`config.mk`:
```
export PLATFORM = sky130hd
export DESIGN_NAME = image_meet_consensus_trim_core_flat
export DESIGN_NICKNAME = d
export VERILOG_FILES = /design/src/rtl/imct_pkg.sv /design/src/rtl/imct_if.sv /design/src/rtl/imct_store.sv /design/src/rtl/imct_queue.sv /design/src/rtl/imct_front.sv /design/src/rtl/imct_back.sv /design/src/rtl/image_meet_consensus_trim_core.sv /design/src/flat_wrapper.sv
export VERILOG_INCLUDE_DIRS = /design/src /design/src/rtl
export SDC_FILE = /design/constraint.sdc
export NUM_CORES = 1
export LEC_CHECK = 0
export BUFFER_PORTS_ARGS = -buffer_cell sky130_fd_sc_hd__buf_2
export CAP_MARGIN = 25
export CORE_MARGIN = 4
export CORE_UTILIZATION = 40
export DETAILED_ROUTE_END_ITERATION = 16
export PLACE_DENSITY_LB_ADDON = 0.2
export SYNTH_ARGS = -nofsm -noshare
export SYNTH_HDL_FRONTEND = slang
export SYNTH_SLANG_ARGS = --single-unit
```
`constraint.sdc`:
```
create_clock -name clk -period 4.53 [get_ports clk]
set_clock_uncertainty 0.05 [all_clocks]
set_input_delay 0.2265 -clock clk [delete_from_list [all_inputs] [get_ports clk]]
set_output_delay 0.2265 -clock clk [all_outputs]
set_load 0.02 [all_outputs]
```
`src/rtl/image_meet_consensus_trim_core_assert.svh`:
```
// Assertion helpers for the meet consensus trim core.
// All properties sample on clk and are disabled while rst_n is low.
`ifndef IMAGE_MEET_CONSENSUS_TRIM_CORE_ASSERT_SVH
`define IMAGE_MEET_CONSENSUS_TRIM_CORE_ASSERT_SVH

// Implication in the same cycle.
`define IMCT_ASSERT_IMP(label, ante, cons) \
    label: assert property (@(posedge clk) disable iff (!rst_n) (ante) |-> (cons)) \
        else $error("imct: implication check failed");

// Condition that must never hold.
`define IMCT_ASSERT_NEVER(label, cond) \
    label: assert property (@(posedge clk) disable iff (!rst_n) !(cond)) \
        else $error("imct: forbidden condition seen");

`endif

```
`src/rtl/imct_pkg.sv`:
```
package imct_pkg;

    // Window geometry and pixel format
    localparam int MAX_WIDTH  = 8;
    localparam int MAX_HEIGHT = 8;
    localparam int PIXEL_BITS = 8;

    localparam int COL_W   = $clog2(MAX_WIDTH);
    localparam int ROW_W   = $clog2(MAX_HEIGHT);
    localparam int DIM_W   = 4;
    localparam int CFG_W   = 4;
    localparam int ENTRY_W = PIXEL_BITS + 1;

    // Two store banks: one loads while the other is emitted
    localparam int BANKS   = 2;
    localparam int BANK_W  = $clog2(BANKS);
    localparam int ADDR_W  = BANK_W + ROW_W + COL_W;
    localparam int QDEPTH  = 2;
    localparam int QPTR_W  = $clog2(QDEPTH);

    // Configuration register indexes
    typedef enum logic [0:0] {
        CFG_WIDTH  = 1'b0,
        CFG_HEIGHT = 1'b1
    } cfg_idx_t;

    // Window descriptor handed from front to back
    typedef struct packed {
        logic [BANK_W-1:0] bank;
        logic [ROW_W-1:0]  top;
        logic [COL_W-1:0]  left;
        logic [DIM_W-1:0]  height;
        logic [DIM_W-1:0]  width;
        logic              empty;
    } job_t;

    typedef struct packed {
        logic               en;
        logic [ADDR_W-1:0]  addr;
        logic [ENTRY_W-1:0] data;
    } wr_t;

    typedef struct packed {
        logic              en;
        logic [ADDR_W-1:0] addr;
    } rd_t;

    typedef struct packed {
        logic              valid;
        logic [BANK_W-1:0] bank;
    } rel_t;

    typedef struct packed {
        logic empty;
        logic full;
    } q_stat_t;

    // Zero reads as one, anything above the maximum saturates
    function automatic logic [DIM_W-1:0] clamp_dim(input logic [DIM_W-1:0] v,
                                                   input logic [DIM_W-1:0] maxv);
        logic [DIM_W-1:0] r;
        if (v == '0)
            r = DIM_W'(1);
        else if (v > maxv)
            r = maxv;
        else
            r = v;
        return r;
    endfunction

endpackage

```
`src/rtl/imct_if.sv`:
```
interface imct_pair_if;
    logic                           valid;
    logic                           ready;
    logic [imct_pkg::PIXEL_BITS-1:0] image_pixel;
    logic [imct_pkg::PIXEL_BITS-1:0] bite_pixel;

    modport source (output valid, output image_pixel, output bite_pixel, input ready);
    modport sink   (input valid, input image_pixel, input bite_pixel, output ready);
endinterface

interface imct_meet_if;
    logic                           valid;
    logic                           ready;
    logic [7:0]                     out_value;
    logic                           out_dont_care;
    logic [2:0]                     out_row;
    logic [2:0]                     out_col;
    logic [imct_pkg::DIM_W-1:0]     meet_height;
    logic [imct_pkg::DIM_W-1:0]     meet_width;
    logic                           meet_empty;
    logic                           last_of_run;

    modport source (output valid, output out_value, output out_dont_care, output out_row,
                    output out_col, output meet_height, output meet_width,
                    output meet_empty, output last_of_run, input ready);
    modport sink   (input valid, input out_value, input out_dont_care, input out_row,
                    input out_col, input meet_height, input meet_width,
                    input meet_empty, input last_of_run, output ready);
endinterface

```
`src/rtl/imct_store.sv`:
```
module imct_store (
    input  logic                          clk,
    input  imct_pkg::wr_t                 wr,
    input  imct_pkg::rd_t                 rd,
    output logic [imct_pkg::ENTRY_W-1:0]  rd_data
);

    logic [imct_pkg::ENTRY_W-1:0] mem_reg [imct_pkg::BANKS*imct_pkg::MAX_HEIGHT*imct_pkg::MAX_WIDTH];
    logic [imct_pkg::ENTRY_W-1:0] rd_data_reg;

    // Write one entry, read one entry with registered data
    always_ff @(posedge clk)
    begin
        if (wr.en)
        begin
            mem_reg[wr.addr] <= wr.data;
        end
        if (rd.en)
        begin
            rd_data_reg <= mem_reg[rd.addr];
        end
    end

    assign rd_data = rd_data_reg;

endmodule

```
`src/rtl/imct_queue.sv`:
```
module imct_queue (
    input  logic                clk,
    input  logic                rst_n,
    input  logic                push,
    input  imct_pkg::job_t      job_in,
    input  logic                pop,
    output imct_pkg::job_t      job_out,
    output imct_pkg::q_stat_t   stat
);

    imct_pkg::job_t                q_reg [imct_pkg::QDEPTH];
    logic [imct_pkg::QPTR_W-1:0]   wr_ptr_reg, wr_ptr_next;
    logic [imct_pkg::QPTR_W-1:0]   rd_ptr_reg, rd_ptr_next;
    logic [imct_pkg::QPTR_W:0]     count_reg,  count_next;

    // Advance pointers and occupancy
    always_comb
    begin
        wr_ptr_next = wr_ptr_reg;
        rd_ptr_next = rd_ptr_reg;
        count_next  = count_reg;
        if (push)
        begin
            wr_ptr_next = wr_ptr_reg + 1'b1;
        end
        if (pop)
        begin
            rd_ptr_next = rd_ptr_reg + 1'b1;
        end
        if (push && !pop)
        begin
            count_next = count_reg + 1'b1;
        end
        else if (pop && !push)
        begin
            count_next = count_reg - 1'b1;
        end
    end

    always_ff @(posedge clk or negedge rst_n)
    begin
        if (!rst_n)
        begin
            wr_ptr_reg <= '0;
            rd_ptr_reg <= '0;
            count_reg  <= '0;
        end
        else
        begin
            wr_ptr_reg <= wr_ptr_next;
            rd_ptr_reg <= rd_ptr_next;
            count_reg  <= count_next;
        end
    end

    // Hold descriptors
    always_ff @(posedge clk)
    begin
        if (push)
        begin
            q_reg[wr_ptr_reg] <= job_in;
        end
    end

    assign job_out    = q_reg[rd_ptr_reg];
    assign stat.empty = (count_reg == '0);
    assign stat.full  = (count_reg == (imct_pkg::QPTR_W+1)'(imct_pkg::QDEPTH));

endmodule

```
`src/rtl/imct_front.sv`:
```
module imct_front (
    input  logic                          clk,
    input  logic                          rst_n,
    imct_pair_if.sink                     pair_in,
    input  logic                          cfg_we,
    input  logic                          cfg_index,
    input  logic [imct_pkg::CFG_W-1:0]    cfg_data,
    input  imct_pkg::rel_t                release_bank,
    output imct_pkg::wr_t                 wr,
    output logic                          push,
    output imct_pkg::job_t                job
);

    logic [imct_pkg::CFG_W-1:0]  width_reg;
    logic [imct_pkg::CFG_W-1:0]  height_reg;
    logic [imct_pkg::ROW_W-1:0]  load_row_reg;
    logic [imct_pkg::COL_W-1:0]  load_col_reg;
    logic [imct_pkg::ROW_W-1:0]  top_reg,    top_next;
    logic [imct_pkg::ROW_W-1:0]  bottom_reg, bottom_next;
    logic [imct_pkg::COL_W-1:0]  left_reg,   left_next;
    logic [imct_pkg::COL_W-1:0]  right_reg,  right_next;
    logic                        any_reg,    any_next;
    logic [imct_pkg::BANK_W-1:0] bank_reg;
    logic [imct_pkg::BANKS-1:0]  busy_reg,   busy_next;

    logic [imct_pkg::DIM_W-1:0]  w_eff;
    logic [imct_pkg::DIM_W-1:0]  h_eff;
    logic                        accept;
    logic                        match;
    logic                        col_last;
    logic                        row_last;
    logic                        win_done;

    assign w_eff = imct_pkg::clamp_dim(width_reg,  imct_pkg::DIM_W'(imct_pkg::MAX_WIDTH));
    assign h_eff = imct_pkg::clamp_dim(height_reg, imct_pkg::DIM_W'(imct_pkg::MAX_HEIGHT));

    // Stall while the bank being loaded is still being emitted
    assign pair_in.ready = !busy_reg[bank_reg];
    assign accept        = pair_in.valid && pair_in.ready;
    assign match         = (pair_in.image_pixel == pair_in.bite_pixel);

    assign col_last = (imct_pkg::DIM_W'(load_col_reg) + imct_pkg::DIM_W'(1)) >= w_eff;
    assign row_last = (imct_pkg::DIM_W'(load_row_reg) + imct_pkg::DIM_W'(1)) >= h_eff;
    assign win_done = accept && col_last && row_last;

    // Grow the bounding box on a match
    always_comb
    begin
        top_next    = top_reg;
        bottom_next = bottom_reg;
        left_next   = left_reg;
        right_next  = right_reg;
        any_next    = any_reg;
        if (match)
        begin
            if (load_row_reg < top_reg)    top_next    = load_row_reg;
            if (load_row_reg > bottom_reg) bottom_next = load_row_reg;
            if (load_col_reg < left_reg)   left_next   = load_col_reg;
            if (load_col_reg > right_reg)  right_next  = load_col_reg;
            any_next = 1'b1;
        end
    end

    // Store the value, or the don't-care mark
    assign wr.en   = accept;
    assign wr.addr = {bank_reg, load_row_reg, load_col_reg};
    assign wr.data = match ? {1'b0, pair_in.image_pixel}
                           : {1'b1, {imct_pkg::PIXEL_BITS{1'b0}}};

    // Describe the finished window
    assign push       = win_done;
    assign job.bank   = bank_reg;
    assign job.top    = top_next;
    assign job.left   = left_next;
    assign job.height = imct_pkg::DIM_W'(bottom_next) - imct_pkg::DIM_W'(top_next)
                        + imct_pkg::DIM_W'(1);
    assign job.width  = imct_pkg::DIM_W'(right_next) - imct_pkg::DIM_W'(left_next)
                        + imct_pkg::DIM_W'(1);
    assign job.empty  = !any_next;

    // Mark a bank busy on hand-off, free it when the back is done
    always_comb
    begin
        busy_next = busy_reg;
        if (release_bank.valid)
        begin
            busy_next[release_bank.bank] = 1'b0;
        end
        if (win_done)
        begin
            busy_next[bank_reg] = 1'b1;
        end
    end

    always_ff @(posedge clk or negedge rst_n)
    begin
        if (!rst_n)
        begin
            width_reg    <= imct_pkg::CFG_W'(imct_pkg::MAX_WIDTH);
            height_reg   <= imct_pkg::CFG_W'(imct_pkg::MAX_HEIGHT);
            load_row_reg <= '0;
            load_col_reg <= '0;
            top_reg      <= imct_pkg::ROW_W'(imct_pkg::MAX_HEIGHT - 1);
            bottom_reg   <= '0;
            left_reg     <= imct_pkg::COL_W'(imct_pkg::MAX_WIDTH - 1);
            right_reg    <= '0;
            any_reg      <= 1'b0;
            bank_reg     <= '0;
            busy_reg     <= '0;
        end
        else
        begin
            busy_reg <= busy_next;
            if (cfg_we)
            begin
                // Any register write drops the window in progress
                case (imct_pkg::cfg_idx_t'(cfg_index))
                    imct_pkg::CFG_WIDTH:  width_reg  <= cfg_data;
                    imct_pkg::CFG_HEIGHT: height_reg <= cfg_data;
                    default: ;
                endcase
                load_row_reg <= '0;
                load_col_reg <= '0;
                top_reg      <= imct_pkg::ROW_W'(imct_pkg::MAX_HEIGHT - 1);
                bottom_reg   <= '0;
                left_reg     <= imct_pkg::COL_W'(imct_pkg::MAX_WIDTH - 1);
                right_reg    <= '0;
                any_reg      <= 1'b0;
            end
            else if (accept)
            begin
                if (win_done)
                begin
                    // Restart in the other bank
                    load_row_reg <= '0;
                    load_col_reg <= '0;
                    top_reg      <= imct_pkg::ROW_W'(imct_pkg::MAX_HEIGHT - 1);
                    bottom_reg   <= '0;
                    left_reg     <= imct_pkg::COL_W'(imct_pkg::MAX_WIDTH - 1);
                    right_reg    <= '0;
                    any_reg      <= 1'b0;
                    bank_reg     <= bank_reg + 1'b1;
                end
                else
                begin
                    top_reg    <= top_next;
                    bottom_reg <= bottom_next;
                    left_reg   <= left_next;
                    right_reg  <= right_next;
                    any_reg    <= any_next;
                    if (col_last)
                    begin
                        load_col_reg <= '0;
                        load_row_reg <= load_row_reg + 1'b1;
                    end
                    else
                    begin
                        load_col_reg <= load_col_reg + 1'b1;
                    end
                end
            end
        end
    end

endmodule

```
`src/rtl/imct_back.sv`:
```
module imct_back (
    input  logic                          clk,
    input  logic                          rst_n,
    input  imct_pkg::q_stat_t             q_stat,
    input  imct_pkg::job_t                job_in,
    output logic                          pop,
    output imct_pkg::rd_t                 rd,
    input  logic [imct_pkg::ENTRY_W-1:0]  rd_data,
    output imct_pkg::rel_t                release_bank,
    imct_meet_if.source                   meet_out
);

    logic                        active_reg;
    imct_pkg::job_t              job_reg;
    logic [imct_pkg::ROW_W-1:0]  i_reg;
    logic [imct_pkg::COL_W-1:0]  j_reg;

    logic                        pend_reg;
    logic [imct_pkg::ROW_W-1:0]  pend_row_reg;
    logic [imct_pkg::COL_W-1:0]  pend_col_reg;
    logic                        pend_last_reg;
    logic                        pend_empty_reg;

    logic                        out_valid_reg;
    logic [7:0]                  out_value_reg;
    logic                        out_dc_reg;
    logic [2:0]                  out_row_reg;
    logic [2:0]                  out_col_reg;
    logic [imct_pkg::DIM_W-1:0]  out_height_reg;
    logic [imct_pkg::DIM_W-1:0]  out_width_reg;
    logic                        out_empty_reg;
    logic                        out_last_reg;

    logic                        issue;
    logic                        row_end;
    logic                        col_end;
    logic                        elem_last;
    logic                        dc;

    // Take the next window when idle
    assign pop = !active_reg && !q_stat.empty;

    // Issue a read if none is pending and the output is free as it lands
    assign issue     = active_reg && !pend_reg && (!out_valid_reg || meet_out.ready);
    assign col_end   = (imct_pkg::DIM_W'(j_reg) + imct_pkg::DIM_W'(1)) == job_reg.width;
    assign row_end   = (imct_pkg::DIM_W'(i_reg) + imct_pkg::DIM_W'(1)) == job_reg.height;
    assign elem_last = job_reg.empty || (col_end && row_end);

    assign rd.en   = issue && !job_reg.empty;
    assign rd.addr = {job_reg.bank, job_reg.top + i_reg, job_reg.left + j_reg};

    // Bank is free once its last element has been captured
    assign release_bank.valid = pend_reg && pend_last_reg;
    assign release_bank.bank  = job_reg.bank;

    assign dc = rd_data[imct_pkg::PIXEL_BITS];

    always_ff @(posedge clk or negedge rst_n)
    begin
        if (!rst_n)
        begin
            active_reg    <= 1'b0;
            pend_reg      <= 1'b0;
            out_valid_reg <= 1'b0;
        end
        else
        begin
            if (pop)
            begin
                active_reg <= 1'b1;
            end
            else if (issue && elem_last)
            begin
                active_reg <= 1'b0;
            end
            pend_reg <= issue;
            if (pend_reg)
            begin
                out_valid_reg <= 1'b1;
            end
            else if (meet_out.ready)
            begin
                out_valid_reg <= 1'b0;
            end
        end
    end

    // Walk the cropped box in raster order
    always_ff @(posedge clk)
    begin
        if (pop)
        begin
            job_reg <= job_in;
            i_reg   <= '0;
            j_reg   <= '0;
        end
        else if (issue)
        begin
            if (col_end)
            begin
                j_reg <= '0;
                i_reg <= i_reg + 1'b1;
            end
            else
            begin
                j_reg <= j_reg + 1'b1;
            end
        end
        if (issue)
        begin
            pend_row_reg   <= i_reg;
            pend_col_reg   <= j_reg;
            pend_last_reg  <= elem_last;
            pend_empty_reg <= job_reg.empty;
        end
        if (pend_reg)
        begin
            out_value_reg  <= (pend_empty_reg || dc) ? 8'd0 : rd_data[7:0];
            out_dc_reg     <= !pend_empty_reg && dc;
            out_row_reg    <= pend_empty_reg ? 3'd0 : 3'(pend_row_reg);
            out_col_reg    <= pend_empty_reg ? 3'd0 : 3'(pend_col_reg);
            out_height_reg <= pend_empty_reg ? '0 : job_reg.height;
            out_width_reg  <= pend_empty_reg ? '0 : job_reg.width;
            out_empty_reg  <= pend_empty_reg;
            out_last_reg   <= pend_last_reg;
        end
    end

    assign meet_out.valid         = out_valid_reg;
    assign meet_out.out_value     = out_value_reg;
    assign meet_out.out_dont_care = out_dc_reg;
    assign meet_out.out_row       = out_row_reg;
    assign meet_out.out_col       = out_col_reg;
    assign meet_out.meet_height   = out_height_reg;
    assign meet_out.meet_width    = out_width_reg;
    assign meet_out.meet_empty    = out_empty_reg;
    assign meet_out.last_of_run   = out_last_reg;

endmodule

```
`src/rtl/image_meet_consensus_trim_core.sv`:
```
// Loading: one pixel pair per cycle while the bank being filled is free.
// Emission: the store read is registered; a new read waits until the last one lands.
// A finished window's descriptor is queued until the back end is idle to read it out.
// Two store banks let the next window load while the previous one is emitted.
// Reset: rst_n is asynchronous, active low; window size returns to 8 by 8, no result pending.
`include "image_meet_consensus_trim_core_assert.svh"

module image_meet_consensus_trim_core (
    input  logic                          clk,
    input  logic                          rst_n,
    imct_pair_if.sink                     pair_in,
    imct_meet_if.source                   meet_out,
    input  logic                          cfg_we,
    input  logic                          cfg_index,
    input  logic [imct_pkg::CFG_W-1:0]    cfg_data
);

    imct_pkg::wr_t                  wr;
    imct_pkg::rd_t                  rd;
    logic [imct_pkg::ENTRY_W-1:0]   rd_data;
    imct_pkg::rel_t                 release_bank;
    imct_pkg::job_t                 job_push;
    imct_pkg::job_t                 job_head;
    imct_pkg::q_stat_t              q_stat;
    logic                           q_push;
    logic                           q_pop;

    imct_front u_front (
        .clk          (clk),
        .rst_n        (rst_n),
        .pair_in      (pair_in),
        .cfg_we       (cfg_we),
        .cfg_index    (cfg_index),
        .cfg_data     (cfg_data),
        .release_bank (release_bank),
        .wr           (wr),
        .push         (q_push),
        .job          (job_push)
    );

    imct_queue u_queue (
        .clk     (clk),
        .rst_n   (rst_n),
        .push    (q_push),
        .job_in  (job_push),
        .pop     (q_pop),
        .job_out (job_head),
        .stat    (q_stat)
    );

    imct_store u_store (
        .clk     (clk),
        .wr      (wr),
        .rd      (rd),
        .rd_data (rd_data)
    );

    imct_back u_back (
        .clk          (clk),
        .rst_n        (rst_n),
        .q_stat       (q_stat),
        .job_in       (job_head),
        .pop          (q_pop),
        .rd           (rd),
        .rd_data      (rd_data),
        .release_bank (release_bank),
        .meet_out     (meet_out)
    );

    // Checks
    `IMCT_ASSERT_NEVER(a_queue_no_overflow, q_push && q_stat.full)
    `IMCT_ASSERT_NEVER(a_bank_no_collision,
        wr.en && rd.en && (wr.addr[imct_pkg::ADDR_W-1] == rd.addr[imct_pkg::ADDR_W-1]))
    `IMCT_ASSERT_IMP(a_empty_is_last, meet_out.valid && meet_out.meet_empty,
        meet_out.last_of_run)
    `IMCT_ASSERT_IMP(a_pos_in_box, meet_out.valid && !meet_out.meet_empty,
        ({1'b0, meet_out.out_row} < meet_out.meet_height) && ({1'b0, meet_out.out_col} < meet_out.meet_width))

endmodule

```
`src/flat_wrapper.sv`:
```
// flat-port wrapper written by rule: the top's interface ports become plain ports
module image_meet_consensus_trim_core_flat 
  (clk, rst_n, cfg_we, cfg_index, cfg_data, pair_in_valid, pair_in_image_pixel, pair_in_bite_pixel, pair_in_ready, meet_out_valid, meet_out_out_value, meet_out_out_dont_care, meet_out_out_row, meet_out_out_col, meet_out_meet_height, meet_out_meet_width, meet_out_meet_empty, meet_out_last_of_run, meet_out_ready);
  imct_pair_if pair_in_i ();
  imct_meet_if meet_out_i ();
  input  logic clk;
  input  logic rst_n;
  input  logic cfg_we;
  input  logic cfg_index;
  input  logic [imct_pkg::CFG_W-1:0] cfg_data;
  input wire logic [$bits(pair_in_i.valid)-1:0] pair_in_valid;
  input wire logic [$bits(pair_in_i.image_pixel)-1:0] pair_in_image_pixel;
  input wire logic [$bits(pair_in_i.bite_pixel)-1:0] pair_in_bite_pixel;
  output wire logic [$bits(pair_in_i.ready)-1:0] pair_in_ready;
  output wire logic [$bits(meet_out_i.valid)-1:0] meet_out_valid;
  output wire logic [$bits(meet_out_i.out_value)-1:0] meet_out_out_value;
  output wire logic [$bits(meet_out_i.out_dont_care)-1:0] meet_out_out_dont_care;
  output wire logic [$bits(meet_out_i.out_row)-1:0] meet_out_out_row;
  output wire logic [$bits(meet_out_i.out_col)-1:0] meet_out_out_col;
  output wire logic [$bits(meet_out_i.meet_height)-1:0] meet_out_meet_height;
  output wire logic [$bits(meet_out_i.meet_width)-1:0] meet_out_meet_width;
  output wire logic [$bits(meet_out_i.meet_empty)-1:0] meet_out_meet_empty;
  output wire logic [$bits(meet_out_i.last_of_run)-1:0] meet_out_last_of_run;
  input wire logic [$bits(meet_out_i.ready)-1:0] meet_out_ready;
  assign pair_in_i.valid = pair_in_valid;
  assign pair_in_i.image_pixel = pair_in_image_pixel;
  assign pair_in_i.bite_pixel = pair_in_bite_pixel;
  assign pair_in_ready = pair_in_i.ready;
  assign meet_out_valid = meet_out_i.valid;
  assign meet_out_out_value = meet_out_i.out_value;
  assign meet_out_out_dont_care = meet_out_i.out_dont_care;
  assign meet_out_out_row = meet_out_i.out_row;
  assign meet_out_out_col = meet_out_i.out_col;
  assign meet_out_meet_height = meet_out_i.meet_height;
  assign meet_out_meet_width = meet_out_i.meet_width;
  assign meet_out_meet_empty = meet_out_i.meet_empty;
  assign meet_out_last_of_run = meet_out_i.last_of_run;
  assign meet_out_i.ready = meet_out_ready;
  image_meet_consensus_trim_core u_core (.clk(clk), .rst_n(rst_n), .pair_in(pair_in_i), .meet_out(meet_out_i), .cfg_we(cfg_we), .cfg_index(cfg_index), .cfg_data(cfg_data));
endmodule
```
Word-level counts from Yosys, hierarchy flattened
Memory sizes are Yosys's and may differ from the RTL's. A register that Yosys moved wholly into a read port is not among the register bits.
Index checks and enable logic that the tools add are counted.
- $add $sub $neg: 19
- $lt $le $gt $ge: 12
- equal/unequal tests: 3
- mux-type cells: 56
- bitwise logic cells: 5
- reductions and logical operators: 41
- operators with widths (operator ; number):
    $mux W3 ; 29
    $add A3 B1 Y4 const B ; 4
    $mux W1 ; 16
    $mux W4 ; 4
    $logic_and A1 B1 Y1 ; 15
    $add A3 B1 Y3 const B ; 4
    $logic_not A1 Y1 ; 10
    $mux W9 ; 1
    $add A4 B1 Y4 const B ; 2
    $eq A4 B4 Y1 ; 2
    $eq A8 B8 Y1 ; 1
    $ge A4 B4 Y1 ; 2
    $gt A4 B4 Y1 const B ; 2
    $logic_not A4 Y1 ; 2
    $mux W2 ; 4
    $reduce_and A2 Y1 ; 4
    $reduce_bool A2 Y1 ; 4
    $sub A3 B3 Y4 ; 2
    $add A3 B3 Y3 ; 2
    $gt A3 B3 Y1 ; 2
    $lt A3 B3 Y1 ; 2
    $lt A1 B2 Y1 const B ; 2
    $add A1 B1 Y1 const B ; 3
    $logic_or A1 B1 Y1 ; 3
    11 further kinds ; 14
- flip-flop bits (word level): 76
- bits in writable memories: 1184
- bits of input ports: 26
- output and inout bits: 27
- memories: 2
- memory list (memory ; words ; bits a word ; read ports ; clocked after memory_dff ; write ports ; RTL line ; RTL):
    u_core.u_store.mem_reg ; 128 ; 9 ; 1 ; 1 ; 1 ; imct_store.sv:8 ; logic [imct_pkg::ENTRY_W-1:0] mem_reg [imct_pkg::BANKS*imct_pkg::MAX_HEIGHT*imct_pkg::MAX_WIDTH];
    u_core.u_queue.q_reg ; 2 ; 16 ; 1 ; 1 ; 1 ; imct_queue.sv:11 ; imct_pkg::job_t q_reg [imct_pkg::QDEPTH];

Longest topological paths before layout
Gate-level depths: netlist (run 1).
- depth in word-level cells: 10
- mapped depth: 14
- gate-level depth less buffers: 14

By module
Synthesis (run 1) repeated with hierarchy kept, for this count alone.
- cells, all modules: 2270
- area, all modules: 50657.3 um^2
- modules (own cells, without submodules) (module ; times used ; cells each ; area each (um^2) ; sequential area each (um^2)):
    imct_store ; 1 ; 1816 ; 44619.0 ; 34863.4
    imct_front ; 1 ; 239 ; 2323.5 ; 760.7
    imct_back ; 1 ; 149 ; 2322.2 ; 1666.6
    imct_queue ; 1 ; 66 ; 1392.6 ; 1061.0

Worst setup path after synthesis (run 1)
OpenSTA, ideal clock, no wires.
- path kind: register to register
- start point: register u_core.u_back.j_reg[0] (netlist bit)
- end point: register u_core.u_store.rd_data_reg (netlist bit u_core.u_store.rd_data[0]) (read register of u_core.u_store.mem_reg) (data pin)
- data arrival time: 2.947 ns
- setup slack: 1.253 ns
- cell stages (with the launch flop): 11
- clock period less this slack: 3.277 ns
- cell sequence: dfxtp_1 > ha_1 > fa_1 > buf_2 > buf_2 > clkbuf_1 > mux4_2 > mux4_2 > mux2_2 > o22ai_1 > a221oi_1
- cells in the longest elaborated chain, start to end: 1
- ends and longest elaborated chain (what ; RTL line ; RTL):
    from (decl) ; imct_back.sv:16 ; logic [imct_pkg::COL_W-1:0] j_reg;
    from (signal assigned) ; imct_back.sv:106 ; j_reg <= j_reg + 1'b1;
    $add A3 B3 Y3 ; imct_back.sv:50 ; assign rd.addr = {job_reg.bank, job_reg.top + i_reg, job_reg.left + j_reg};
    to (decl) ; imct_store.sv:9 ; logic [imct_pkg::ENTRY_W-1:0] rd_data_reg;
Every way passes these cells.
A chain may end at the register's enable or synchronous reset.

Worst setup path after layout (run 1)
- start point: register u_core.u_back.j_reg[0] (netlist bit)
- end point: register u_core.u_store.rd_data_reg (netlist bit u_core.u_store.rd_data[7]) (read register of u_core.u_store.mem_reg) (data pin)
Same word-level chain as after synthesis.

==> results of run 1 <==
through the flow:
step                cell area, sq um  hold WS (ps)
floorplan                      50500          -119
global route                   57900           140
detailed placement             53600           367
finish                         57900          97.6
global placement               53300           357
CTS                            57900          99.9
metal layers:
| metal | vias up | part of all wire (%) | GRT usage, % |
|---|---|---|---|
| li1 | 9961 | - | - |
| met1 | 12909 | 44 | 26.6 |
| met2 | 781 | 49 | 29.9 |
| met3 | 148 | 5.4 | 3.07 |
| met4 | 2 | 2.1 | 5.03 |
| met5 | - | 0.011 | 0 |
what timing repair did:
action                    CTS  global route
buffers inserted            0             0
hold endpoints to repair   51             0
hold buffers               15             0
logic make-up (layout without fill, tap and decap cells):
family                     Yosys count  after routing  share of synthesized area (%)
xor gates and xnor gates            31             31                          0.589
and+or+nand+nor                    271            271                           2.47
DFF                               1285           1285                           75.9
adders and majority gates           42             42                           1.10
buffers and inverters              143            462                           1.32
muxes                              430            430                           17.5
AOI/OAI and AO/OA                   79             79                           1.06
layout by cell type (no fill, tap or decap), types with 31 or more instances in the layout:
cell type / n
edfxtp_1: 1242
mux4_2: 360
nor2_1: 150
clkbuf_16: 136
buf_4: 75
buf_2: 52
mux2_2: 44
ha_1: 36
inv_1: 31
clkinv_2: 31
worst max-delay path by stage:
stage | start | to | slack [ps]
6_report | u_core.u_back.j_reg[0]$_SDFFE_PP0P_ | u_core.u_store.rd_data[7]$_DFFE_PP_ | 510
5_1_grt | u_core.u_back.j_reg[0]$_SDFFE_PP0P_ | u_core.u_store.rd_data[7]$_DFFE_PP_ | 420
4_1_cts | u_core.u_back.j_reg[0]$_SDFFE_PP0P_ | u_core.u_store.rd_data[7]$_DFFE_PP_ | 480
3_5_place_dp | u_core.u_back.j_reg[0]$_SDFFE_PP0P_ | u_core.u_store.rd_data[7]$_DFFE_PP_ | 510
3_3_place_gp | u_core.u_back.job_reg[9]$_DFFE_PP_ | u_core.u_store.rd_data[7]$_DFFE_PP_ | 450
2_1_floorplan | u_core.u_back.j_reg[0]$_SDFFE_PP0P_ | u_core.u_store.rd_data[0]$_DFFE_PP_ | 1250
worst register-to-register path, cell delays in order, from the launching register on:
cell     delay [ps]
dfxtp_1         410
ha_4            200
fa_4            880
buf_12          280
buf_12          230
mux4_2          300
mux4_2          540
mux2i_1         490
a22oi_1         200
and3_1          200
synth_stat cells, types with 2 or more instances:
cell,number,area (sq um)
o31ai_1,2,15.0
dfstp_2,8,210
dfxtp_1,6,120
ha_1,38,475
nor3b_1,2,15.0
nand2_1,19,71.3
dfrtp_1,29,726
a22oi_1,3,22.5
o211ai_1,2,15.0
o21ai_0,12,60.1
o21bai_1,2,15.0
mux4_2,360,8110
nor2_1,150,563
nor2b_1,23,144
edfxtp_1,1242,37300
or3_1,3,18.8
mux2_2,44,495
nor3_1,3,15.0
a21oi_1,16,80.1
and2_1,12,75.1
buf_4,7,52.6
mux2i_1,26,260
fa_1,4,80.1
a211oi_1,5,37.5
a22o_1,5,43.8
xor2_1,20,175
clkbuf_1,51,191
nand4_1,8,50.1
buf_1,14,52.6
buf_6,9,101
o21a_1,2,15.0
nand3_1,25,125
o2111ai_1,2,17.5
nand3b_1,4,30.0
xnor2_1,9,78.8
nand2b_1,6,37.5
inv_1,32,120
nor4_1,4,25.0
buf_2,30,150
a21o_1,7,52.6
a221oi_1,8,70.1
o22ai_1,9,56.3
and3_1,10,62.6
cell type report:
| type | count | area, sq um | share of cell area, % |
|---|---|---|---|
| flip-flops and latches | 1285 | 38400 | 66.2 |
| well taps | 1650 | 2060 | 3.56 |
| clock inverters | 82 | 672 | 1.16 |
| clock buffers | 163 | 3500 | 6.05 |
| inverters | 32 | 123 | 0.212 |
| repair buffers | 185 | 1650 | 2.85 |
| multi-input cells | 853 | 11600 | 20.0 |
power groups by stage:
| stage | combinational (mW) | clock, mW | sequential (mW) |
|---|---|---|---|
| final | 12.9 | 10.5 | 13.7 |
| after floorplan | 8.59 | 0 | 13.9 |
| after detailed placement | 13.1 | 0 | 13.9 |
| after CTS | 13.1 | 10.7 | 13.7 |
| after global placement | 13.1 | 0 | 13.9 |
| after global routing | 13.6 | 11.2 | 13.7 |
==> run metrics, run 1 <==
Sw Ratio=31.4%; cts repair resizes=0; Layout area overhead=14.7%; Slew Limit Fails=0; clk sinks=1285; clk_lat worst skew=750 ps; Final TNS setup=0 ps; Max-Cap Viols=0; Power Density=639 nW/um^2; Ports=53; Synth cell types=51; largest net degree at the start of global routing=79; layout cells sized above 1=30.5%; dpl hpwl=75900 um; # diodes=0; Post-synth ARST share=2.88%; Slew headroom=30.1%; Total GRT Usage=18.6%; TritonCTS buffer count=134; unrepaired setup endpoints after global routing=no; clk root buf=clkbuf_16; post-synthesis sequential area ratio=75.9%; Setup crit start kind=register; Crit path largest cell delay=880 ps; Reg2Reg Capture Point=u_core.u_store.rd_data[7]$_DFFE_PP_; reg-to-reg critical path startpoint=u_core.u_back.j_reg[0]$_SDFFE_PP0P_; switching power total=11.6 mW; RePlAce Congestion=0.797; initial drt markers=2289; Fillers=10383; Pleak=19.3 nW; R2R cell count=9; row cnt=130; core area=126000 sq um; Synth Register Bits=1285; endpoints failing setup=0; WP depth=9; Port Buffers=52; initial antenna violation count=2; area of the die=132000 sq um; r2r setup slk=510 ps; Clock power frac=28.3%; global-route wire length before repair=178000 um; WP data required=4990 ps; slowest stage cell, crit path=fa_4; yosys warns=0; global route overflow=0; Worst-Margin Slew=1040 ps; Comb pwr share=34.7%; Final Worst Setup Slack=506 ps; f_max=249 MHz; Worst Hold Class=in -> async; Routed Antenna Nets=0; vias in the first global route=24678; cells after synthesis=2281; Buf/Inv on CP=2; dpl cells=3983; Netlist Area Pre-Place=50500 sq um; Arrival @ worst endpoint=4480 ps; DRC=0; fin util=46.1%; number of enable flip-flop cells after synthesis=1242; worst-path cell chain=ha_4, fa_4, buf_12, buf_12, mux4_2, mux4_2, mux2i_1, a22oi_1, and3_1; Synth Area per Inst=22.1 sq um; Worst setup EP type=register; NumNets Final=2559; final hold violation count=0; Pwr Total=37.0 mW; Clk pin slew, worst setup/hold paths=60 ps; Final Cycle Share=88.8%; WL per Instance=28.4 um; CTS Buffer Depth=3; final WL=121000 um; Die Span X=363 um; Pint=25.4 mW; Post-Syn Nets=2349; vias after detailed routing=23801; htree depth=4; crit-path leading delay family=multiplexers; max reg flops=1152; Die Y=363 um; Setup CP Type=reg -> reg; Starting Density=40.2%; pre-CTS setup slack=511 ps; CTS tree=done; Post-Layout Cell Count=4250; Max IR drop VDD=0.000776 V; critical path fanouts, max=33; vias per std cell=5.60; Tmin final=4020 ps; drt pass-1 iters=5; ys flop type=edfxtp_1; register share of total power=37.0%; outcome=complete, no violations
Power figures use the tool's default switching activity.
==> inputs of run 2 (changes only) <==
--- a/config.mk
+++ b/config.mk
@@ -12,6 +12,7 @@
 export CORE_UTILIZATION = 40
 export DETAILED_ROUTE_END_ITERATION = 16
 export PLACE_DENSITY_LB_ADDON = 0.2
+export SLEW_MARGIN = 20
 export SYNTH_ARGS = -nofsm -noshare
 export SYNTH_HDL_FRONTEND = slang
 export SYNTH_SLANG_ARGS = --single-unit
==> constraint.sdc (replaced) <==
create_clock -name clk -period 5.1 [get_ports clk]
set_clock_uncertainty 0.05 [all_clocks]
set_input_delay 0.255 -clock clk [delete_from_list [all_inputs] [get_ports clk]]
set_output_delay 0.255 -clock clk [all_outputs]
set_load 0.02 [all_outputs]
==> run 2 against run 1 <==
Hold slack got worse by 28 ps. Global-route usage is 0.061 points lower. Core utilization grew 0.37 points. Register-to-register slack better by 430 ps. Setup slack better by 430 ps. Combinational power is 15% lower. Total power fell by 12%. Count of clock-buffer cells in the layout up 7. Final cell count is 1.4% higher. Critical path depth unchanged. Critical path type unchanged. Sequential share of layout area shrank 0.52 points. Highest routed layer is now met4. Sequential power shrank 11%.
==> run metrics, run 2 (same netlist as run 1, synthesis figures left out) <==
row cnt=130 (unchanged); Tmin final=4170 ps (+141 ps); Ports=53 (unchanged); vias per std cell=5.57 (-0.53%); most frequent cells in the layout=1242 x edfxtp_1, 360 x mux4_2, 167 x buf_4; WP data required=5500 ps (+510 ps); Starting Density=40.2% (unchanged); Slew Limit Fails=0 (unchanged); max reg flops=1152 (unchanged); WL per Instance=28.1 um (-1.2%); Slew headroom=30.1% (about the same); outcome=complete, no violations; Die Y=363 um (unchanged); DRC=0 (unchanged); largest net degree at the start of global routing=99 (+25%); NumNets Final=2622 (+2.5%); Setup crit start kind=register; Power Density=561 nW/um^2 (-12%); met2 GRT Util=30.5% (+0.65 points); layout cells sized above 1=32.2% (+1.7 points); final WL=121000 um (+0.18%); clk root buf=clkbuf_16; WHS=69.3 ps (-28.3 ps); f_max=240 MHz (-3.4%); Worst Hold Class=in -> reg; fin util=46.5% (+0.37 points); clk sinks=1285 (unchanged); Worst setup EP type=register; Total GRT Usage=18.5% (-0.061 points); slowest stage cell, crit path=xnor2_4; Layout area overhead=15.6%; Setup CP Type=reg -> reg; worst-path cell chain=ha_4, fa_4, xor2_2, xnor2_4, buf_4, mux4_2, mux2_2, o22ai_1, a221oi_1; # diodes=0 (unchanged); dpl hpwl=75500 um (-0.51%); global route overflow=0 (unchanged); met3 Use GR=3.32% (+0.25 points); TritonCTS buffer count=135 (+0.75%); final hold violation count=0 (unchanged); Port Buffers=52 (unchanged); drt pass-1 iters=5 (unchanged); Buf/Inv on CP=1 (-1); vias after detailed routing=23999 (+0.83%); critical path fanouts, max=12 (-64%); GR peak layer=met2; Final TNS setup=0 ps (unchanged); post-CTS setup buffers=0 (unchanged); clk_lat worst skew=750 ps (about the same); Arrival @ worst endpoint=4560 ps (+80 ps); Worst-Margin Slew=1050 ps (+4.05 ps); Final Cycle Share=81.7% (-7.2 points); met1 Use GR=25.9% (-0.73 points); initial antenna violation count=1 (-1); htree depth=4 (unchanged); Die Span X=363 um (unchanged); unrepaired setup endpoints after global routing=no; most common cell after layout, fill and taps aside=edfxtp_1; core area=126000 sq um (unchanged); endpoints failing setup=0 (unchanged); crit-path leading delay family=XOR/XNOR gates; initial drt markers=2237 (-2.3%); Crit path largest cell delay=740 ps (-140 ps); vias in the first global route=24960 (+1.1%); global-route wire length before repair=177000 um (-0.20%); RePlAce Congestion=0.789 (-0.99%); Max-Cap Viols=0 (unchanged); Post-Layout Cell Count=4308 (+1.4%); Max IR drop VDD=0.000417 V (-46%); Routed Antenna Nets=0 (unchanged); DP Area=53900 sq um (+0.61%); CTS Buffer Depth=3 (unchanged); Final Cell Area=58400 sq um (+0.79%); area of the die=132000 sq um (unchanged); dpl cells=4052 (+1.7%); Clk pin slew, worst setup/hold paths=60 ps (about the same); CTS tree=done; Pleak=19.6 nW (+1.9%)
run 2: changes by cell type in the layout (fill, tap and decap cells not counted), sizes merged:
cell	delta
bufinv	+4
dlygate4sd3	-3
clkbuf	+7
clkinvlp	+4
buf	+65
clkinv	-17
inv	-2
run 2: tightest hold or removal path, stage by stage:
cell     delay [ps]
buf_2           110
nand2_1         230
nand2_1         140
a21oi_1          60
run 2: timing repair:
| action | 4_1_cts | 5_1_grt |
|---|---|---|
| endpoints found under the hold margin | 49 | 6 |
| hold buffers | 11 | 1 |
| gates resized for setup | 0 | 0 |
run 2: through the flow:
stage	setup slack, ps	power [mW]
global placement	900	23.5
finish	935	32.7
global route	821	34.1
CTS	860	33.2
floorplan	1820	20.0
detailed placement	898	23.6
run 2: metal layers:
layer	vias up	part of all wire, %
met1	13086	43
met5	-	0
li1	10056	-
met4	0	1.7
met3	132	5.5
met2	725	50
run 2: where the power goes:
group	leakage [nW]	switching, mW	internal [mW]	total, mW
registers	12.4	0.279	11.9	12.2
clock network	2.09	4.00	5.58	9.58
logic	5.14	5.72	5.29	11.0
run 2: cell type report:
class | instances | area, sq um
fillers | 10425 | 67200
flip-flops and latches | 1285 | 38400
multi-input cells | 853 | 11600
clock buffers | 170 | 3680
well taps | 1650 | 2060
repair buffers | 247 | 1970
clock inverters | 71 | 638
inverters | 32 | 123
run 2: final timing paths:
kind                                                           from                                    endpoint  slack [ps]  depth (start not counted)
worst max-delay path            u_core.u_back.j_reg[0]$_SDFFE_PP0P_         u_core.u_store.rd_data[1]$_DFFE_PP_         930                          9
worst min-delay path                                  pair_in_valid  u_core.u_front.load_col_reg[1]$_DFFE_PN0P_          70                          4
worst max register to register  u_core.u_back.j_reg[0]$_SDFFE_PP0P_         u_core.u_store.rd_data[1]$_DFFE_PP_         930                          9
worst min register to register   u_core.u_front.any_reg$_DFFE_PN0P_          u_core.u_front.any_reg$_DFFE_PN0P_         440                          2
max in group asynchronous                                     rst_n      u_core.u_front.left_reg[1]$_DFFE_PN1P_        4050                          4
min in group asynchronous                                     rst_n          u_core.u_front.any_reg$_DFFE_PN0P_         430                          3
